## src/hdl/scc_pkg.sv

```systemverilog
`default_nettype none
package scc_pkg;
  localparam int unsigned SumW   = 15;
  localparam int unsigned CondW  = 22;
  localparam int unsigned PhaseW = 23;
  localparam int unsigned GainW  = 16;
  localparam int unsigned NumW   = 36;
  localparam int unsigned DenW   = 16;
  localparam logic [SumW-1:0] SumLimit = 15'd6900;
  localparam logic [GainW-1:0] GainReset = 16'd4588;

  typedef enum logic [2:0] {
    ST_IDLE,
    ST_DIV,
    ST_SORT,
    ST_EMA_MUL,
    ST_EMA_ADD,
    ST_OUT
  } state_t;

  // control from sequencer to the cell row
  typedef struct packed {
    logic load;     // load new value into one slot
    logic scan;     // rotate ring by one
    logic clr_rank; // start median count
  } row_ctl_t;
endpackage
`default_nettype wire

```

## src/hdl/skin_conductance_conditioner_top.sv

```systemverilog
`default_nettype none
// Skin conductance conditioner.
// Input channel: adc_sum with valid/ready. Output channel: sample_ok,
// conductance, median_level, tonic_level, phasic_level with valid/ready.
// smoothing_gain is written by cfg_we/cfg_data, only while idle: the user
// must keep to this, the block does not check it. One request at a time.
// A sum of 6900 or more gives its result (sample_ok=0, no state change)
// the cycle after acceptance. A valid sum runs a 36-step restoring divide;
// before the window is full its result shows once the divide is done.
// Once the window is full, a ring scan follows, where every cell counts
// lower-ranked values and the cell of rank MEDIAN_WINDOW/2 holds the
// median, then the EMA multiply and add states produce the result.
// Results sit in an output register; a stalled receiver holds the block
// in its output state and input ready stays low until the result leaves.
// Reset clears slot counter, fill flag and tonic value, gain = GainReset;
// window contents are not cleared (they are only read after all are written).
module skin_conductance_conditioner_top
  import scc_pkg::*;
#(
  parameter int unsigned MEDIAN_WINDOW = 9
) (
  input  wire logic                     clk,
  input  wire logic                     rst,
  input  wire logic                     in_valid,
  output logic                          in_ready,
  input  wire logic [SumW-1:0]          adc_sum,
  output logic                          out_valid,
  input  wire logic                     out_ready,
  output logic                          sample_ok,
  output logic [CondW-1:0]              conductance,
  output logic [CondW-1:0]              median_level,
  output logic [CondW-1:0]              tonic_level,
  output logic signed [PhaseW-1:0]      phasic_level,
  input  wire logic                     cfg_we,
  input  wire logic [GainW-1:0]         cfg_data
);
  localparam int unsigned N    = MEDIAN_WINDOW;
  localparam int unsigned SlotW = $clog2(N);
  localparam int unsigned CntW  = $clog2(N + 1);
  localparam int unsigned Mid   = N / 2;

  state_t state, state_next;
  logic [GainW-1:0] gain;
  logic [SlotW-1:0] write_slot;
  logic             window_full;
  logic [CondW-1:0] tonic_value;
  logic             tonic_started;
  logic [SumW-1:0]  sum_r;
  logic [CntW-1:0]  scan_cnt;
  logic [CondW-1:0] cond_r, med_r;
  logic signed [39:0] prod_r;
  row_ctl_t ctl;

  // divider: dividend taken at start from the live sum, divisor held in sum_r
  logic div_start, div_done;
  logic [CondW-1:0] quo;
  logic [NumW-1:0] num;
  logic [DenW-1:0] den;
  logic [SumW-1:0] diffs;
  always_comb begin
    diffs = SumLimit - adc_sum;
    num = {20'(diffs) * 20'd100, 16'd0};
    den = DenW'(16'd20480 + {sum_r[13:0], 1'b0});
  end
  scc_divider u_div (.clk, .start(div_start), .num, .den, .done(div_done), .quo);

  // cell row: slot i loaded directly; during scan values rotate i -> i+1
  logic [CondW-1:0] vals [N];
  logic [CondW-1:0] owns [N];
  logic [CntW-1:0]  ranks [N];
  logic [N-1:0]     tag;
  for (genvar i = 0; i < N; i++) begin : g_cell
    row_ctl_t c;
    localparam int unsigned Prev = (i + N - 1) % N;
    always_comb begin
      c = ctl;
      c.load = ctl.load && (write_slot == SlotW'(i));
    end
    // passing value originated in a lower slot when it has not wrapped yet
    assign tag[i] = (scan_cnt <= CntW'(i));
    scc_cell #(.CntW(CntW)) u_cell (
      .clk, .ctl(c), .in_val(vals[Prev]), .in_tag(tag[i]),
      .load_val(quo), .val(vals[i]), .own(owns[i]), .rank(ranks[i])
    );
  end

  // median pick: cell whose rank equals the middle
  logic [CondW-1:0] med_pick;
  always_comb begin
    med_pick = '0;
    for (int i = 0; i < N; i++) begin
      if (ranks[i] == CntW'(Mid)) med_pick = owns[i];
    end
  end

  always_comb begin
    state_next = state;
    unique case (state)
      ST_IDLE:    if (in_valid) state_next = (adc_sum >= SumLimit) ? ST_OUT : ST_DIV;
      ST_DIV:     if (div_done) state_next = (window_full ||
                    write_slot == SlotW'(N-1)) ? ST_SORT : ST_OUT;
      ST_SORT:    if (scan_cnt == CntW'(N)) state_next = ST_EMA_MUL;
      ST_EMA_MUL: state_next = ST_EMA_ADD;
      ST_EMA_ADD: state_next = ST_OUT;
      ST_OUT:     if (out_ready) state_next = ST_IDLE;
      default:    state_next = ST_IDLE;
    endcase
  end

  always_comb begin
    in_ready  = (state == ST_IDLE);
    out_valid = (state == ST_OUT);
    div_start = (state == ST_IDLE) && in_valid && (adc_sum < SumLimit);
    ctl.load  = (state == ST_DIV) && div_done;
    ctl.clr_rank = (state == ST_SORT) && (scan_cnt == '0);
    ctl.scan  = (state == ST_SORT) && (scan_cnt != '0);
  end

  logic signed [CondW:0] ema_diff;
  logic signed [CondW:0] ema_step;
  always_comb begin
    ema_diff = $signed({1'b0, med_r}) - $signed({1'b0, tonic_value});
    ema_step = CondW'(0) + (CondW+1)'(prod_r >>> 16);
  end

  always_ff @(posedge clk) begin
    if (rst) begin
      state <= ST_IDLE; gain <= GainReset; write_slot <= '0;
      window_full <= 1'b0; tonic_value <= '0; tonic_started <= 1'b0;
      scan_cnt <= '0;
    end else begin
      state <= state_next;
      if (cfg_we) gain <= cfg_data;
      unique case (state)
        ST_IDLE: if (in_valid) begin
          sum_r <= adc_sum;
          sample_ok <= (adc_sum < SumLimit);
          conductance <= '0; median_level <= '0; phasic_level <= '0;
          tonic_level <= tonic_value;
        end
        ST_DIV: if (div_done) begin
          cond_r <= quo;
          scan_cnt <= '0;
          if (write_slot == SlotW'(N-1)) begin
            write_slot <= '0; window_full <= 1'b1;
          end else begin
            write_slot <= write_slot + SlotW'(1);
          end
          if (!(window_full || write_slot == SlotW'(N-1))) begin
            if (!tonic_started) begin
              tonic_value <= quo; tonic_started <= 1'b1;
            end
            conductance <= quo; median_level <= quo;
            tonic_level <= tonic_started ? tonic_value : quo;
            phasic_level <= $signed({1'b0, quo}) -
              $signed({1'b0, (tonic_started ? tonic_value : quo)});
          end
        end
        ST_SORT: begin
          scan_cnt <= scan_cnt + CntW'(1);
          if (scan_cnt == CntW'(N)) begin
            med_r <= med_pick;
            if (!tonic_started) begin
              tonic_value <= med_pick; tonic_started <= 1'b1;
            end
          end
        end
        ST_EMA_MUL: prod_r <= 40'($signed({1'b0, gain}) * ema_diff);
        ST_EMA_ADD: begin
          tonic_value <= CondW'($signed({1'b0, tonic_value}) + ema_step);
          conductance <= cond_r; median_level <= med_r;
          tonic_level <= CondW'($signed({1'b0, tonic_value}) + ema_step);
          phasic_level <= $signed({1'b0, cond_r}) -
            $signed({1'b0, CondW'($signed({1'b0, tonic_value}) + ema_step)});
        end
        default: ;
      endcase
    end
  end
endmodule
`default_nettype wire

```

## src/hdl/scc_cell.sv

```systemverilog
`default_nettype none
// One window slot. During a scan the ring rotates; each cell counts how many
// passing values rank below its own (ties broken by slot order).
module scc_cell
  import scc_pkg::*;
#(
  parameter int unsigned CntW = 5
) (
  input  wire logic             clk,
  input  wire scc_pkg::row_ctl_t ctl,
  input  wire logic [CondW-1:0] in_val,
  input  wire logic             in_tag,   // passing value came from a lower slot
  input  wire logic [CondW-1:0] load_val,
  output logic      [CondW-1:0] val,
  output logic      [CondW-1:0] own,
  output logic      [CntW-1:0]  rank
);
  logic [CondW-1:0] pass;
  always_ff @(posedge clk) begin
    if (ctl.load) begin
      own  <= load_val;
      pass <= load_val;
    end else if (ctl.clr_rank) begin
      pass <= own;
      rank <= '0;
    end else if (ctl.scan) begin
      pass <= in_val;
      if (in_val < own || (in_val == own && in_tag)) begin
        rank <= rank + CntW'(1);
      end
    end
  end
  assign val = pass;
endmodule
`default_nettype wire

```

## src/hdl/scc_divider.sv

```systemverilog
`default_nettype none
// Restoring divider, one quotient bit per cycle.
module scc_divider
  import scc_pkg::*;
(
  input  wire logic            clk,
  input  wire logic            start,
  input  wire logic [NumW-1:0] num,
  input  wire logic [DenW-1:0] den,
  output logic                 done,
  output logic      [CondW-1:0] quo
);
  logic [NumW-1:0] q;
  logic [DenW:0]   r;
  logic [5:0]      cnt;
  logic [DenW:0]   trial;
  logic            busy;
  always_comb trial = {r[DenW-1:0], q[NumW-1]};
  always_ff @(posedge clk) begin
    done <= 1'b0;
    if (start) begin
      q <= num; r <= '0; cnt <= 6'(NumW-1); busy <= 1'b1;
    end else if (busy) begin
      if (trial >= {1'b0, den}) begin
        r <= trial - {1'b0, den};
        q <= {q[NumW-2:0], 1'b1};
      end else begin
        r <= trial;
        q <= {q[NumW-2:0], 1'b0};
      end
      if (cnt == '0) begin
        busy <= 1'b0; done <= 1'b1;
      end
      cnt <= cnt - 6'd1;
    end
  end
  assign quo = q[CondW-1:0];
endmodule
`default_nettype wire

```

## config.mk

```make
export PLATFORM = sky130hd
export DESIGN_NAME = skin_conductance_conditioner_top
export DESIGN_NICKNAME = d
export VERILOG_FILES = /design/src/hdl/scc_pkg.sv /design/src/hdl/skin_conductance_conditioner_top.sv /design/src/hdl/scc_cell.sv /design/src/hdl/scc_divider.sv
export SDC_FILE = /design/constraint.sdc
export NUM_CORES = 2
export LEC_CHECK = 0
export BUFFER_PORTS_ARGS = -buffer_cell sky130_fd_sc_hd__buf_2
export CAP_MARGIN = 20
export CORE_ASPECT_RATIO = 1.1
export CORE_MARGIN = 3
export CORE_UTILIZATION = 30
export DETAILED_ROUTE_END_ITERATION = 7
export SKIP_CTS_REPAIR_TIMING = 1
export SLEW_MARGIN = 20
export SYNTH_ARGS = -nofsm -noshare
export SYNTH_HDL_FRONTEND = slang
export SYNTH_SLANG_ARGS = --single-unit
```

## constraint.sdc

```tcl
create_clock -name clk -period 46.8 [get_ports clk]
set_clock_uncertainty 0.15 [all_clocks]
set_input_delay 4.68 -clock clk [delete_from_list [all_inputs] [get_ports clk]]
set_output_delay 4.68 -clock clk [all_outputs]
set_load 0.1 [all_outputs]
```

==> summary.md <==
• 0 — Synth warnings
• 83 — number of CTS-inserted buffers
• 41708 — number of global-route vias before repair
• sky130_fd_sc_hd__inv_1 — leading cell type in the layout, fill and taps excluded
• 6 — first-pass iteration count of the detailed router
• 0.95 ns — Worst path max stage delay
• 127 — number of buffers inserted by port buffering
• 713 — clock sink count
• 0.0783 — layout cell share with drive strength beyond 1
• 20.8 um — average routed wire per standard cell
• 0.06 ns — post-CTS clock slew at the launch and capture registers of the worst setup and hold paths
• 10.28 ns — data arrival time of the worst path
• 0.213 — final worst-path cycle share
• 0.326 ns — WHS
• 58700 um2 — total cell area at the placement stage
• 83 — unique cell type count in the Yosys netlist
• flop — startpoint type of the worst setup path
• 1.11 ns — measured slew at the worst slew-check pin
• 168000 um — final wirelength
• 0 — final setup violation count
• 47.12 ns — required time of the worst setup path
• 0 — drc violations
• 456 um — die outline height
• 0.303 — initial core utilization
• flop — crit end category
• 2977 — number of design-rule violations left by the first detailed-router iteration
• 9.96 ns — post-layout min period
• 70 — pin count of the biggest net entering global routing
• 4 — number of antenna violations at the first check in global routing
• sky130_fd_sc_hd__a211oi_4 — standard cell with the maximum stage delay on the critical path
• 16 — highest net fanout along the worst path
• 0 — Final ANT Viol Nets
• 620 — Post-synth EDFFs
• 3 — Longest Clk Path Bufs
• 41074 — DR vias
• 415 um — Die X
• 5.08 — Vias per Instance
• 164 — std cell rows
• 713 — total of flip-flops plus latches after synthesis
• 6470 — Post-layout nets
• done — CTS tree
• 0 ns — setup TNS
• 11.5% — Area growth syn-to-layout
• flop to flop — category of the critical setup timing path
• 0.174 — Total GRT Usage
• 0.259 — Worst slew margin
• 126000 um — DP Wirelength
• 0.370 — part of the Yosys area used for sequential elements
• 9.93 um2 — mean instance size in the synthesized netlist
• 190000 um2 — area of the die
• finished, final reports clean — result of the run
• 0 — share of synthesized flip-flops with an asynchronous set or reset
• 0 — Final Hold Viols
• 0.922 — routability-driven placement congestion ratio
• 100 MHz — maximum operating frequency
• 5572 — synthesized instance count
• flop to flop — class of the tightest hold or removal check
• 6437 — Syn Nets
• 182000 um2 — core box area
• 0.73 ns — clock network latency to the later pin of the worst-skew pair
• 55300 um2 — Cell Area, Synth
• 0 — number of violations of the max-capacitance limit
• 0 — count of pins over their slew limit
• sky130_fd_sc_hd__fa_1 — dominant cell type by count on the critical path
• 3 — CTS H-tree depth
• 255000 um — global-route wire length before repair
• 36.84 ns — Register-to-Register Setup Slack
• 61700 um2 — cell area after layout
• false — RSZ-0062 raised after global routing
• sky130_fd_sc_hd__clkbuf_16 — Clock Tree Root
• 0 — remaining global-route overflow
• 128 — I/O pin total
• 767 x sky130_fd_sc_hd__inv_1, 679 x sky130_fd_sc_hd__nand2_1, 620 x sky130_fd_sc_hd__edfxtp_1 — most used cells in the layout excluding fill and tap cells
• sky130_fd_sc_hd__edfxtp_1 — dominant register cell in the synthesized netlist
-- critical path, delay by kind of cell (launching register included) --
family / cells / cell delay, ns
XOR/XNOR: 1 / 0.15
AND/OR/NAND/NOR: 2 / 0.23
multiplexers: 1 / 0.27
adder cells (fa/ha/maj): 8 / 3.70
flip-flops: 1 / 0.48
AO/OA/AOI/OAI: 14 / 4.38
buffers and inverters: 5 / 0.32
-- final cells by class --
class	instances	area [um2]
diodes	1	2.50
clock buffers	99	2190
clock inverters	53	748
fillers	18139	121000
inverters	767	2880
multi-input cells	3803	30900
flip-flops and latches	713	20500
well taps	2407	3010
repair buffers	237	1480
-- flip-flops by register name, indices dropped and copies added, names as in the netlist, 3 cells and up --
register	cells
u_div.q	36
g_cell.u_cell.val	198
tonic_level	22
median_level	22
phasic_level	23
write_slot	4
scan_cnt	4
med_r	22
g_cell.u_cell.own	198
cond_r	22
u_div.r	16
u_div.cnt	6
g_cell.u_cell.rank	36
conductance	22
prod_r	22
gain	16
sum_r	14
state	3
tonic_value	22
-- final timing paths --
path	startpoint	end	depth (start not counted)
max reg2reg	tonic_value[1]	prod_r[35]	31
max	tonic_value[1]	prod_r[35]	31
min	u_div.cnt[0]	u_div.cnt[0]	2
min reg2reg	u_div.cnt[0]	u_div.cnt[0]	2
-- through the flow --
stage                      util  setup slack, ns  std cells
after floorplan               -            26.97       5572
after global placement    0.322            36.83       7924
after detailed placement  0.322            36.83       7924
after CTS                 0.338            36.81       8076
after global routing      0.338            36.27       8080
final                     0.338            36.84       8080
-- metal layers --
layer	vias up	wire length, um	track usage
met5	-	13	0
met4	2	9820	0.0937
met3	342	7600	0.0213
met2	1128	84900	0.309
met1	20397	65800	0.205
li1	19205	-	-
-- logic make-up (layout without fill, tap and decap cells) --
logic type / after synthesis / after routing / share of synthesized area
buf+inv: 1056 / 1156 / 0.0724
fa+ha+maj: 829 / 829 / 0.237
mux: 207 / 207 / 0.0378
xor+xnor: 170 / 170 / 0.0269
simple gates: 1543 / 1543 / 0.129
other cells: 0 / 1 / 0
flops: 713 / 713 / 0.370
compound gates: 1054 / 1054 / 0.127
-- Yosys cell counts (all sizes together), types with 16 or more instances --
cell type	count	area [um2]
a21oi	175	876
dfxtp	93	1860
xnor2	102	893
o21a	47	353
inv	767	2880
and3	19	119
o311ai	28	245
nand3b	30	225
a211oi	46	363
nand2	680	2550
nand3	70	350
o22ai	34	213
a21o	100	751
nand2b	49	307
clkbuf	249	935
nand4	44	275
xor2	68	596
or3	16	100
or2	17	106
o211ai	36	280
nor2b	54	338
fa	364	7290
o221ai	18	158
and2	137	857
o21ai	261	1310
edfxtp	620	18600
a22o	43	377
mux2i	192	1920
a221oi	45	394
nor3	51	260
ha	465	5820
nor2	321	1210
and3b	21	184
a31oi	111	707
buf	40	194
Power is left out: the tool's default activity adds up to more than one toggle a clock period on the data nets, which glitch-free logic cannot reach.
